--- src/design/cidf_pkg.sv ---
package cidf_pkg;

    typedef enum logic [1:0] {
        OP_DECODE = 2'd0,
        OP_LOAD   = 2'd1,
        OP_CLEAR  = 2'd2,
        OP_NONE   = 2'd3
    } opcode_t;

    localparam int ID_W        = 11;
    localparam int DATA_W      = 64;
    localparam int OFF_W       = 4;
    localparam int MASK_W      = 16;
    localparam int PKT_W       = 2;
    localparam int ROW_NUM_W   = 5;
    localparam int NUM_PACKETS = 3;

    // packet number that never fills a slot
    localparam logic [PKT_W-1:0] PKT_NONE = 2'd3;

    typedef struct packed {
        logic [ID_W-1:0]   address;
        logic [OFF_W-1:0]  offset;
        logic [MASK_W-1:0] mask;
        logic [PKT_W-1:0]  packet;
    } entry_t;

endpackage

--- src/design/cidf_table_ram.sv ---
module cidf_table_ram #(
    parameter int DEPTH = 32,
    parameter int AW    = 5
) (
    input  logic                    clk,
    input  logic                    we,
    input  logic [AW-1:0]           waddr,
    input  cidf_pkg::entry_t        wdata,
    input  logic                    re,
    input  logic [AW-1:0]           raddr,
    output cidf_pkg::entry_t        rdata
);

    cidf_pkg::entry_t mem [DEPTH];

    always_ff @(posedge clk)
    begin
        if (we)
        begin
            mem[waddr] <= wdata;
        end
    end

    always_ff @(posedge clk)
    begin
        if (re)
        begin
            rdata <= mem[raddr];
        end
    end

endmodule

--- src/design/cidf_hex_fmt.sv ---
module cidf_hex_fmt (
    input  logic [cidf_pkg::DATA_W-1:0] data,
    output logic [cidf_pkg::DATA_W-1:0] hex_first,
    output logic [cidf_pkg::DATA_W-1:0] hex_second
);

    function automatic logic [7:0] hex_char(input logic [3:0] n);
        logic [7:0] c;
        if (n < 4'h0a)
        begin
            c = 8'h30 + {4'h0, n};
        end
        else
        begin
            c = 8'h41 + {4'h0, n} - 8'h0a;
        end
        return c;
    endfunction

    // byte b -> pair b%4 (hex_second if b>3), hi nibble first, pair 0 in 63:56
    always_comb
    begin
        for (int b = 0; b < 4; b++)
        begin
            hex_first[63-16*b -: 8]  = hex_char(data[8*b+4 +: 4]);
            hex_first[55-16*b -: 8]  = hex_char(data[8*b +: 4]);
            hex_second[63-16*b -: 8] = hex_char(data[8*(b+4)+4 +: 4]);
            hex_second[55-16*b -: 8] = hex_char(data[8*(b+4) +: 4]);
        end
    end

endmodule

--- src/design/can_id_slot_filter_hex_formatter_core.sv ---
// Channel   Dir  tdata (low bit up)                                      tuser
// s_axis    in   can_id, frame_data, row_index, row_address, row_offset, opcode
//                row_position, row_packet, clear_packet, clear_bits
// m_axis    out  matched_row, packet_id, slot_offset, hex_first,         accepted,
//                hex_second                                              id_found
//
// Decode word: the table scan reads one row per cycle from the table RAM and stops
// at the first hit, or after the last row if no row hits.
// Load, clear and unused opcodes skip the scan and go from idle straight to finish.
// One word in flight at a time; s_axis_tready is high only while idle.
// The result waits in the output register; a stall there holds the block in finish.
// rst_n (async, low) invalidates every row and clears all filled bits.
module can_id_slot_filter_hex_formatter_core #(
    parameter int ROWS  = 32,
    parameter int SLOTS = 16
) (
    input  logic         clk,
    input  logic         rst_n,
    input  logic         s_axis_tvalid,
    output logic         s_axis_tready,
    // can_id[10:0], frame_data[74:11], row_index[79:75], row_address[90:80],
    // row_offset[94:91], row_position[110:95], row_packet[112:111],
    // clear_packet[114:113], clear_bits[130:115], zero[135:131]
    input  logic [135:0] s_axis_tdata,
    // opcode[1:0]
    input  logic [1:0]   s_axis_tuser,
    output logic         m_axis_tvalid,
    input  logic         m_axis_tready,
    // matched_row[4:0], packet_id[6:5], slot_offset[10:7], hex_first[74:11],
    // hex_second[138:75], zero[143:139]
    output logic [143:0] m_axis_tdata,
    // accepted[0], id_found[1]
    output logic [1:0]   m_axis_tuser
);

    localparam int RowW = (ROWS > 1) ? $clog2(ROWS) : 1;
    localparam logic [RowW-1:0] LastRow = RowW'(ROWS - 1);
    localparam logic [cidf_pkg::MASK_W-1:0] SlotLimit =
        (SLOTS >= cidf_pkg::MASK_W) ? {cidf_pkg::MASK_W{1'b1}}
                                    : cidf_pkg::MASK_W'((33'd1 << SLOTS) - 33'd1);

    typedef enum logic [1:0] {
        ST_IDLE,
        ST_SCAN,
        ST_FINISH
    } state_t;

    // input fields
    logic [cidf_pkg::ID_W-1:0]   in_can_id;
    logic [cidf_pkg::DATA_W-1:0] in_frame_data;
    logic [4:0]                  in_row_index;
    logic [cidf_pkg::ID_W-1:0]   in_row_address;
    logic [cidf_pkg::OFF_W-1:0]  in_row_offset;
    logic [cidf_pkg::MASK_W-1:0] in_row_position;
    logic [cidf_pkg::PKT_W-1:0]  in_row_packet;
    logic [cidf_pkg::PKT_W-1:0]  in_clear_packet;
    logic [cidf_pkg::MASK_W-1:0] in_clear_bits;
    cidf_pkg::opcode_t           in_opcode;

    assign in_can_id       = s_axis_tdata[10:0];
    assign in_frame_data   = s_axis_tdata[74:11];
    assign in_row_index    = s_axis_tdata[79:75];
    assign in_row_address  = s_axis_tdata[90:80];
    assign in_row_offset   = s_axis_tdata[94:91];
    assign in_row_position = s_axis_tdata[110:95];
    assign in_row_packet   = s_axis_tdata[112:111];
    assign in_clear_packet = s_axis_tdata[114:113];
    assign in_clear_bits   = s_axis_tdata[130:115];
    assign in_opcode       = cidf_pkg::opcode_t'(s_axis_tuser);

    state_t                      state_reg;
    cidf_pkg::opcode_t           op_reg;
    logic [cidf_pkg::ID_W-1:0]   id_reg;
    logic [cidf_pkg::DATA_W-1:0] data_reg;
    logic [ROWS-1:0]             valid_reg;
    logic [cidf_pkg::MASK_W-1:0] filled_reg [cidf_pkg::NUM_PACKETS];
    logic [RowW-1:0]             scan_ptr_reg;
    logic                        rd_pend_reg;
    logic [RowW-1:0]             rd_row_reg;
    logic                        rd_valid_reg;
    logic                        found_reg;
    logic [RowW-1:0]             hit_row_reg;
    cidf_pkg::entry_t            hit_entry_reg;
    logic                        m_valid_reg;
    logic [143:0]                m_data_reg;
    logic [1:0]                  m_user_reg;

    logic                        in_fire;
    logic                        load_we;
    cidf_pkg::entry_t            load_entry;
    cidf_pkg::entry_t            rd_entry;
    logic                        out_free;
    logic [cidf_pkg::MASK_W-1:0] hit_filled;
    logic                        take;
    logic [cidf_pkg::DATA_W-1:0] hex_first;
    logic [cidf_pkg::DATA_W-1:0] hex_second;
    logic [143:0]                res_data;

    assign s_axis_tready = (state_reg == ST_IDLE);
    assign in_fire       = s_axis_tvalid && s_axis_tready;
    assign load_we       = in_fire && (in_opcode == cidf_pkg::OP_LOAD)
                           && (int'(in_row_index) < ROWS);

    assign load_entry.address = in_row_address;
    assign load_entry.offset  = in_row_offset;
    assign load_entry.mask    = in_row_position & SlotLimit;
    assign load_entry.packet  = in_row_packet;

    // load only in idle, reads only in scan: the two ports never touch one row at once
    cidf_table_ram #(
        .DEPTH (ROWS),
        .AW    (RowW)
    ) u_table (
        .clk   (clk),
        .we    (load_we),
        .waddr (RowW'(in_row_index)),
        .wdata (load_entry),
        .re    (state_reg == ST_SCAN),
        .raddr (scan_ptr_reg),
        .rdata (rd_entry)
    );

    cidf_hex_fmt u_hex (
        .data       (data_reg),
        .hex_first  (hex_first),
        .hex_second (hex_second)
    );

    always_comb
    begin
        case (hit_entry_reg.packet)
            2'd0:    hit_filled = filled_reg[0];
            2'd1:    hit_filled = filled_reg[1];
            2'd2:    hit_filled = filled_reg[2];
            default: hit_filled = '1;
        endcase
    end

    assign out_free = !m_valid_reg || m_axis_tready;
    assign take     = (op_reg == cidf_pkg::OP_DECODE) && found_reg
                      && (hit_entry_reg.packet != cidf_pkg::PKT_NONE)
                      && ((hit_filled & hit_entry_reg.mask) == '0);

    always_comb
    begin
        res_data = '0;
        if ((op_reg == cidf_pkg::OP_DECODE) && found_reg)
        begin
            res_data[4:0]  = cidf_pkg::ROW_NUM_W'(hit_row_reg);
            res_data[6:5]  = hit_entry_reg.packet;
            res_data[10:7] = hit_entry_reg.offset;
        end
        if (take)
        begin
            res_data[74:11]  = hex_first;
            res_data[138:75] = hex_second;
        end
    end

    always_ff @(posedge clk or negedge rst_n)
    begin
        if (!rst_n)
        begin
            state_reg     <= ST_IDLE;
            op_reg        <= cidf_pkg::OP_NONE;
            id_reg        <= '0;
            data_reg      <= '0;
            valid_reg     <= '0;
            for (int p = 0; p < cidf_pkg::NUM_PACKETS; p++)
            begin
                filled_reg[p] <= '0;
            end
            scan_ptr_reg  <= '0;
            rd_pend_reg   <= 1'b0;
            rd_row_reg    <= '0;
            rd_valid_reg  <= 1'b0;
            found_reg     <= 1'b0;
            hit_row_reg   <= '0;
            hit_entry_reg <= '0;
            m_valid_reg   <= 1'b0;
            m_data_reg    <= '0;
            m_user_reg    <= '0;
        end
        else
        begin
            // the row read in the previous cycle comes back with its row number and valid bit
            rd_pend_reg  <= (state_reg == ST_SCAN);
            rd_row_reg   <= scan_ptr_reg;
            rd_valid_reg <= valid_reg[scan_ptr_reg];

            if ((state_reg == ST_FINISH) && out_free)
            begin
                m_valid_reg <= 1'b1;
            end
            else if (m_axis_tready)
            begin
                m_valid_reg <= 1'b0;
            end

            unique case (state_reg)
                ST_IDLE:
                begin
                    if (in_fire)
                    begin
                        op_reg       <= in_opcode;
                        id_reg       <= in_can_id;
                        data_reg     <= in_frame_data;
                        found_reg    <= 1'b0;
                        scan_ptr_reg <= '0;
                        if (load_we)
                        begin
                            valid_reg[RowW'(in_row_index)] <= 1'b1;
                        end
                        if (in_opcode == cidf_pkg::OP_CLEAR)
                        begin
                            case (in_clear_packet)
                                2'd0:    filled_reg[0] <= filled_reg[0] & ~in_clear_bits;
                                2'd1:    filled_reg[1] <= filled_reg[1] & ~in_clear_bits;
                                2'd2:    filled_reg[2] <= filled_reg[2] & ~in_clear_bits;
                                default: ;
                            endcase
                        end
                        state_reg <= (in_opcode == cidf_pkg::OP_DECODE) ? ST_SCAN
                                                                         : ST_FINISH;
                    end
                end
                ST_SCAN:
                begin
                    if (scan_ptr_reg != LastRow)
                    begin
                        scan_ptr_reg <= scan_ptr_reg + 1'b1;
                    end
                    if (rd_pend_reg)
                    begin
                        if (rd_valid_reg && (rd_entry.address == id_reg))
                        begin
                            found_reg     <= 1'b1;
                            hit_row_reg   <= rd_row_reg;
                            hit_entry_reg <= rd_entry;
                            state_reg     <= ST_FINISH;
                        end
                        else if (rd_row_reg == LastRow)
                        begin
                            state_reg <= ST_FINISH;
                        end
                    end
                end
                ST_FINISH:
                begin
                    if (out_free)
                    begin
                        m_data_reg  <= res_data;
                        m_user_reg  <= {(op_reg == cidf_pkg::OP_DECODE) && found_reg, take};
                        if (take)
                        begin
                            case (hit_entry_reg.packet)
                                2'd0:    filled_reg[0] <= filled_reg[0] | hit_entry_reg.mask;
                                2'd1:    filled_reg[1] <= filled_reg[1] | hit_entry_reg.mask;
                                2'd2:    filled_reg[2] <= filled_reg[2] | hit_entry_reg.mask;
                                default: ;
                            endcase
                        end
                        state_reg <= ST_IDLE;
                    end
                end
                default:
                begin
                    state_reg <= ST_IDLE;
                end
            endcase
        end
    end

    assign m_axis_tvalid = m_valid_reg;
    assign m_axis_tdata  = m_data_reg;
    assign m_axis_tuser  = m_user_reg;

`ifndef SYNTH
    a_one_in_flight: assert property (@(posedge clk) disable iff (!rst_n)
        s_axis_tvalid && s_axis_tready |=> !s_axis_tready)
        else $error("second word taken while one is in flight");

    a_accept_needs_hit: assert property (@(posedge clk) disable iff (!rst_n)
        m_axis_tvalid && m_axis_tuser[0] |-> m_axis_tuser[1])
        else $error("frame accepted without a table hit");

    a_hex_zero_on_reject: assert property (@(posedge clk) disable iff (!rst_n)
        m_axis_tvalid && !m_axis_tuser[0] |-> (m_axis_tdata[138:11] == '0))
        else $error("hex text present on a rejected frame");

    a_ptr_in_table: assert property (@(posedge clk) disable iff (!rst_n)
        state_reg == ST_SCAN |-> scan_ptr_reg <= LastRow)
        else $error("scan pointer beyond last row");

    a_miss_fields_zero: assert property (@(posedge clk) disable iff (!rst_n)
        m_axis_tvalid && !m_axis_tuser[1] |-> (m_axis_tdata[10:0] == '0))
        else $error("row fields set without a table hit");
`endif

endmodule
--- config.mk ---
export PLATFORM = sky130hd
export DESIGN_NAME = can_id_slot_filter_hex_formatter_core
export DESIGN_NICKNAME = d
export VERILOG_FILES = /design/src/design/cidf_pkg.sv /design/src/design/cidf_table_ram.sv /design/src/design/cidf_hex_fmt.sv /design/src/design/can_id_slot_filter_hex_formatter_core.sv
export SDC_FILE = /design/constraint.sdc
export NUM_CORES = 2
export LEC_CHECK = 0
export ABC_AREA = 1
export BUFFER_PORTS_ARGS = -buffer_cell sky130_fd_sc_hd__buf_2
export CAP_MARGIN = 20
export CORE_ASPECT_RATIO = 0.7
export CORE_MARGIN = 2
export CORE_UTILIZATION = 58
export DETAILED_ROUTE_END_ITERATION = 6
export GPL_ROUTABILITY_DRIVEN = 0
export PLACE_DENSITY = 0.86
export SLEW_MARGIN = 40
export SYNTH_ARGS = -nofsm -noshare
export SYNTH_HDL_FRONTEND = slang
export SYNTH_SLANG_ARGS = --single-unit
--- constraint.sdc ---
create_clock -name clk -period 4.35 [get_ports clk]
set_input_delay 0.87 -clock clk [delete_from_list [all_inputs] [get_ports clk]]
set_output_delay 0.87 -clock clk [all_outputs]
set_load 0.01 [all_outputs]
# ---- After elaboration in Yosys (flattened, before gate mapping)
# Memories as Yosys holds them, arrays and structs flattened. A register that Yosys moved wholly into a read port is not among the register bits.
# Index checks and enable logic that the tools add are counted.
dict set report classes {
  reduce_logical 29
  add_sub_neg 49
  muxes 52
  eq_ne 26
  magnitude_cmp 19
  bitwise 9
}
# cell count
set ops {}
lappend ops {{48-bit two-way mux} 4}
lappend ops {{7-bit by 4-bit adder with 8-bit output, first input constant} 16}
lappend ops {{128-bit two-way mux} 1}
lappend ops {{8-bit two-way mux} 16}
lappend ops {{8-bit by 4-bit subtractor with 8-bit output, second input constant} 16}
lappend ops {{6-bit by 4-bit adder with 7-bit output, first input constant} 16}
lappend ops {{16-bit two-way mux} 6}
lappend ops {{48-bit one-hot mux with 2 select lines} 1}
lappend ops {{16-bit bitwise AND} 4}
lappend ops {{4-bit < comparator, second input constant} 16}
lappend ops {{16-bit OR} 3}
lappend ops {{16-bit one-hot mux with 3 select lines} 1}
lappend ops {{32-bit OR} 1}
lappend ops {{7-bit AND reduction} 3}
lappend ops {{16-bit zero test} 1}
lappend ops {{2-bit by 1-bit inequality test with 1-bit output, second input constant} 8}
lappend ops {{16-bit NOT} 1}
lappend ops {{5-bit by 6-bit < comparator with 1-bit output, second input constant} 2}
lappend ops {{2-bit two-way mux} 6}
lappend ops {{2-bit inequality test, second input constant} 6}
lappend ops {{11-bit == test} 1}
lappend ops {{11-bit two-way mux} 1}
lappend ops {{2-bit zero test} 5}
lappend ops {{5-bit two-way mux} 2}
lappend ops {{20 further kinds} 47}
dict set report totals {
  mem_count 1
  elab_cells 205
  reg_bits 341
  output_inout_bits 148
  ram_bits 1056
  in_bits 142
}
# name depth word_bits read_ports rd_clocked_by_memory_dff write_ports line
set memory_table {}
lappend memory_table {u_table.mem 32 33 1 1 1 cidf_table_ram.sv:14} ;# cidf_pkg::entry_t mem [DEPTH];

# ---- Logic depth before layout (Yosys ltp)
dict set report depth {
  ltp_word 8
  depth_mapped 14
  depth_no_buf 12
}

# ---- By module
# Synthesis repeated with hierarchy kept, for this count alone.
dict set report unflattened {
  hier_cells 5835
  area_unflattened_um2 61042.3
}
# mod seq_area_each_um2 cells_per_inst area_each_um2 instances
set by_module_without_submodules {}
lappend by_module_without_submodules {cidf_table_ram 32701.4 3645 44011.0 1}
lappend by_module_without_submodules {can_id_slot_filter_hex_formatter_core 8535.7 1813 15150.8 1}
lappend by_module_without_submodules {cidf_hex_fmt 0.0 377 1880.6 1}

# ---- Worst setup path after synthesis
# No wires, ideal clock.
dict set report synth_path {
  path_kind {input -> register}
  startpoint {in s_axis_tvalid}
  endpoint {mem u_table.mem[11][0] (netlist bit), enable pin}
  required_time_ns 3.926
  path_stages 8
  t_arrival_ns 3.123
  setup_slack_ns 0.802
  n_path_buf 0
  setup_time_ns 0.424
  cell_sequence {inv_1 -> nor2_2 -> nand2_1 -> nor2_1 -> inv_1 -> nor2_1 -> nand3_1 -> nor2_1}
}
dict set report synth_between {
  elab_chain_cells 4
}
# element line
set synth_lines {}
lappend synth_lines {{start, declared} can_id_slot_filter_hex_formatter_core.sv:19} ;# input logic s_axis_tvalid,
lappend synth_lines {{1-bit logical AND} can_id_slot_filter_hex_formatter_core.sv:100} ;# assign in_fire = s_axis_tvalid && s_axis_tready;
lappend synth_lines {{1-bit logical AND} can_id_slot_filter_hex_formatter_core.sv:101} ;# assign load_we = in_fire && (in_opcode == cidf_pkg::OP_LOAD)
lappend synth_lines {{1-bit two-way mux} cidf_table_ram.sv:18} ;# if (we)
lappend synth_lines {{1-bit two-way mux (not written as such)} cidf_table_ram.sv:20} ;# mem[waddr] <= wdata;
lappend synth_lines {{end, declared} cidf_table_ram.sv:14}
# No other way between the ends.

# ---- Worst setup path in the final report
dict set report layout_path {
  startpoint {reg state_reg[1]}
  endpoint {mem u_table.mem[10][12] (netlist bit), enable pin}
}
dict set report layout_between {
  elab_chain_cells 5
}
# element line
set layout_lines {}
lappend layout_lines {{start, declared} can_id_slot_filter_hex_formatter_core.sv:71} ;# state_t state_reg;
lappend layout_lines {{start signal, assigned} can_id_slot_filter_hex_formatter_core.sv:223} ;# state_reg <= (in_opcode == cidf_pkg::OP_DECODE) ? ST_SCAN
lappend layout_lines {{2-bit zero test} can_id_slot_filter_hex_formatter_core.sv:99} ;# assign s_axis_tready = (state_reg == ST_IDLE);
lappend layout_lines {{1-bit logical AND} can_id_slot_filter_hex_formatter_core.sv:100}
lappend layout_lines {{1-bit logical AND} can_id_slot_filter_hex_formatter_core.sv:101}
lappend layout_lines {{1-bit two-way mux} cidf_table_ram.sv:18}
lappend layout_lines {{1-bit two-way mux (not written as such)} cidf_table_ram.sv:20}
# No other way between the ends.

==> results.yml <==
status:
  status: "finished with violations"
  violations: "design-rule violations"
synth:
  ys_seq_elements: 1414
  yosysSeqAreaShare: 0.715
  synth_warnings: 0
  synth_area_sq_um: 57100
  synth_area_leaders: "edfxtp_1 (57%), dfrtp_1 (14%), o21ai_0 (8.8%)"
  syn_inst: 4816
  synth.distinct_cells: 36
  synth_area_per_cell_sq_um: 11.9
  synth_top_cell_area_share: 0.573
  yosys.area.top_type: "edfxtp_1"
worst_setup_path:
  critical-path-max-stage-delay_ns: 0.63
  cp-start-kind: "flop"
  cp_top_family: "simple AND/OR/NAND/NOR gates"
  path_cells: "nor2_2 > inv_1 > nor2_4 > nand2_1 > nor2_1 > inv_1 > nor2_1 > nand3_1 > nor2_4 > buf_12"
  worstPathRequired_ns: 4.75
  worstPathArrival_ns: 4.18
  path_buf_inv: 3
  slowest_stage: "nor2_1"
  critical_path_class: "reg -> reg"
  endpoint_kind: "flop"
  cp_max_fo: 25
sta:
  hold_viol: 0
  final.min_clock_period_ns: 3.78
  post-route-period-util: 0.869
  setup_slack_ns: 0.569
  relSlewSlack: 0.393
  fin_skew_ns: 0.0236
  setup_tns_ns: 0
  finalMaxSlewViolations: 0
  setup_viol: 0
  grt_setup_unrepaired: "no"
  fmaxAchievable_mhz: 265
  tightest_slew_ns: 0.910
global_routing:
  antenna_found_initial: 22
  grt-ovfl-total: 0
  grt_start_max_net_pins: 197
  grt_pass1_vias: 40500
  grt_pass1_wl_microns: 242000
  grt_usage: 0.319
worst_hold_path:
  hold_path.class: "in -> async"
power_and_ir_drop:
  p_per_area_nw_per_um2: 506
  p_seq_frac: 0.477
  clockPowerShare: 0.326
  sw_frac_of_total: 0.306
  power.switching_mw: 9.92
  p_int_mw: 22.5
  power_mw: 32.4
  total_leakage_power_nw: 23.8
  peakVddDrop_v: 0.000409
  p_comb_frac: 0.197
detailed_routing:
  drtAntennaViolNets: 0
  vias_per_cell: 6.51
  wire_per_inst_microns: 25.3
  wirelength_microns: 163000
  drt_first_pass_iters: 7
  num_vias: 42000
  drt_iter0_markers: 7240
  drc: 14
final_layout:
  design_area_sq_um: 64100
  fin_util: 0.656
  fillCellCount: 6592
  syn_to_final_growth_pct: 12.2
  drive_gt1_frac: 0.126
  nNetsFinal: 5166
  largest_register_ffs: 1056
floorplan:
  pin_count: 290
  initial_utilization: 0.584
  fp.dieW_microns: 379
  die-area_sq_um: 101000
  core_sq_um: 97800
  num_rows: 96
  die_h_microns: 267
clock_network:
  cts_root_buf: "clkbuf_16"
  cts_setup_buffers: 0
  cts_sinks: 1414
  cts_htree_levels: 3
  clkTransAtPathRegs_ns: 0.07
  clk_latency_ns: 0.74
  numCtsBuffers: 120
  cts_tree: "built"
  cts_hold_buf: 0
  clk_path_buf_depth: 3
  cts.repair.resized: 0
placement:
  placed_cell_area_sq_um: 60300
  place.port_buffers: 263
  post-place-ws_ns: 0.634
  dp_hpwl_microns: 93200
flow_run:
  cap_violations: 0
## synth_stat cells, drive strengths merged
| master | count |
|---|---|
| o221ai | 100 |
| ha | 18 |
| o21ai | 1022 |
| o22ai | 169 |
| a21oi | 57 |
| a211oi | 1 |
| conb | 1 |
| edfxtp | 1089 |
| xor2 | 33 |
| nand4 | 83 |
| dfstp | 2 |
| inv | 239 |
| nor2 | 611 |
| dfrtp | 323 |
| a41oi | 1 |
| nand3 | 162 |
| or2 | 22 |
| clkbuf | 242 |
| clkinv | 3 |
| xnor2 | 1 |
| o211ai | 30 |
| nor4 | 1 |
| nand3b | 1 |
| nor3 | 4 |
| buf | 95 |
| nand2 | 506 |
## per-stage QoR
stage	instances	hold slack (ns)
after global routing	6439	0.0633
after detailed placement	6207	0.446
final	6443	0.0540
after global placement	6205	0.438
after floorplan	4836	0.375
after CTS	6431	0.0394
## cells by family after synthesis
logic type,share of synthesized area
AOI/OAI and AO/OA,0.133
xor gates and xnor gates,0.00522
adders and majority gates,0.00394
buffers and inverters,0.0415
DFF,0.715
other,0.0000657
and+or+nand+nor,0.101
## power by group through the flow
stage / registers [mW] / clock network (mW) / logic [mW]
6_report: 15.5 / 10.6 / 6.38
5_1_grt: 15.5 / 11.1 / 6.89
4_1_cts: 15.4 / 10.6 / 6.19
3_5_place_dp: 15.7 / 0 / 6.07
3_3_place_gp: 15.7 / 0 / 5.79
2_1_floorplan: 15.6 / 0 / 4.15
## worst register-to-register path, delay by kind of cell, from the launching register on
family                 cells  cell delay (ns)
buffers and inverters      3             0.66
and+or+nand+nor            7             2.33
DFF                        1             0.44
## cell usage in the layout, fill, tap and decap left out, drive strengths merged, types with 83 or more instances in the layout
cell type	synthesis	final
o22ai	169	169
inv	239	243
edfxtp	1089	1089
o21ai	1022	1022
nand4	83	83
nor2	611	611
nand2	506	506
clkbuf	242	160
nand3	162	162
buf	95	385
dfrtp	323	323
o221ai	100	100
## area by class of cell
cell class / instances / area, sq um / share of cell area
Antenna cell: 12 / 30.0 / 0.000469
Clock buffer: 160 / 3270 / 0.0510
Clock inverter: 64 / 531 / 0.00828
Inverter: 242 / 923 / 0.0144
Multi-Input combinational cell: 2843 / 14300 / 0.222
Sequential cell: 1414 / 40800 / 0.637
Tap cell: 1323 / 1660 / 0.0258
Timing Repair Buffer: 385 / 2580 / 0.0403
## per-layer routing
| layer | track usage | routed length [microns] |
|---|---|---|
| met4 | 0.135 | 7310 |
| met1 | 0.427 | 56600 |
| met5 | 0 | 161 |
| met2 | 0.483 | 73300 |
| met3 | 0.102 | 25600 |
## path summary, 6_finish.rpt
kind | startpoint | to | slack (ns) | cells after the start
hold reg to reg | valid_reg[22] | valid_reg[22] | 0.46 | 2
min in group clk | s_axis_tdata[7] | id_reg[7] | 0.35 | 3
max in group asynchronous | rst_n | data_reg[58] | 3.15 | 3
setup / recovery | state_reg[1] | u_table.mem[10][12] | 0.57 | 10
setup reg to reg | state_reg[1] | u_table.mem[10][12] | 0.57 | 10
hold / removal | rst_n | m_axis_tdata[46] | 0.05 | 1
No activity file was read; power rests on OpenSTA's default activity.
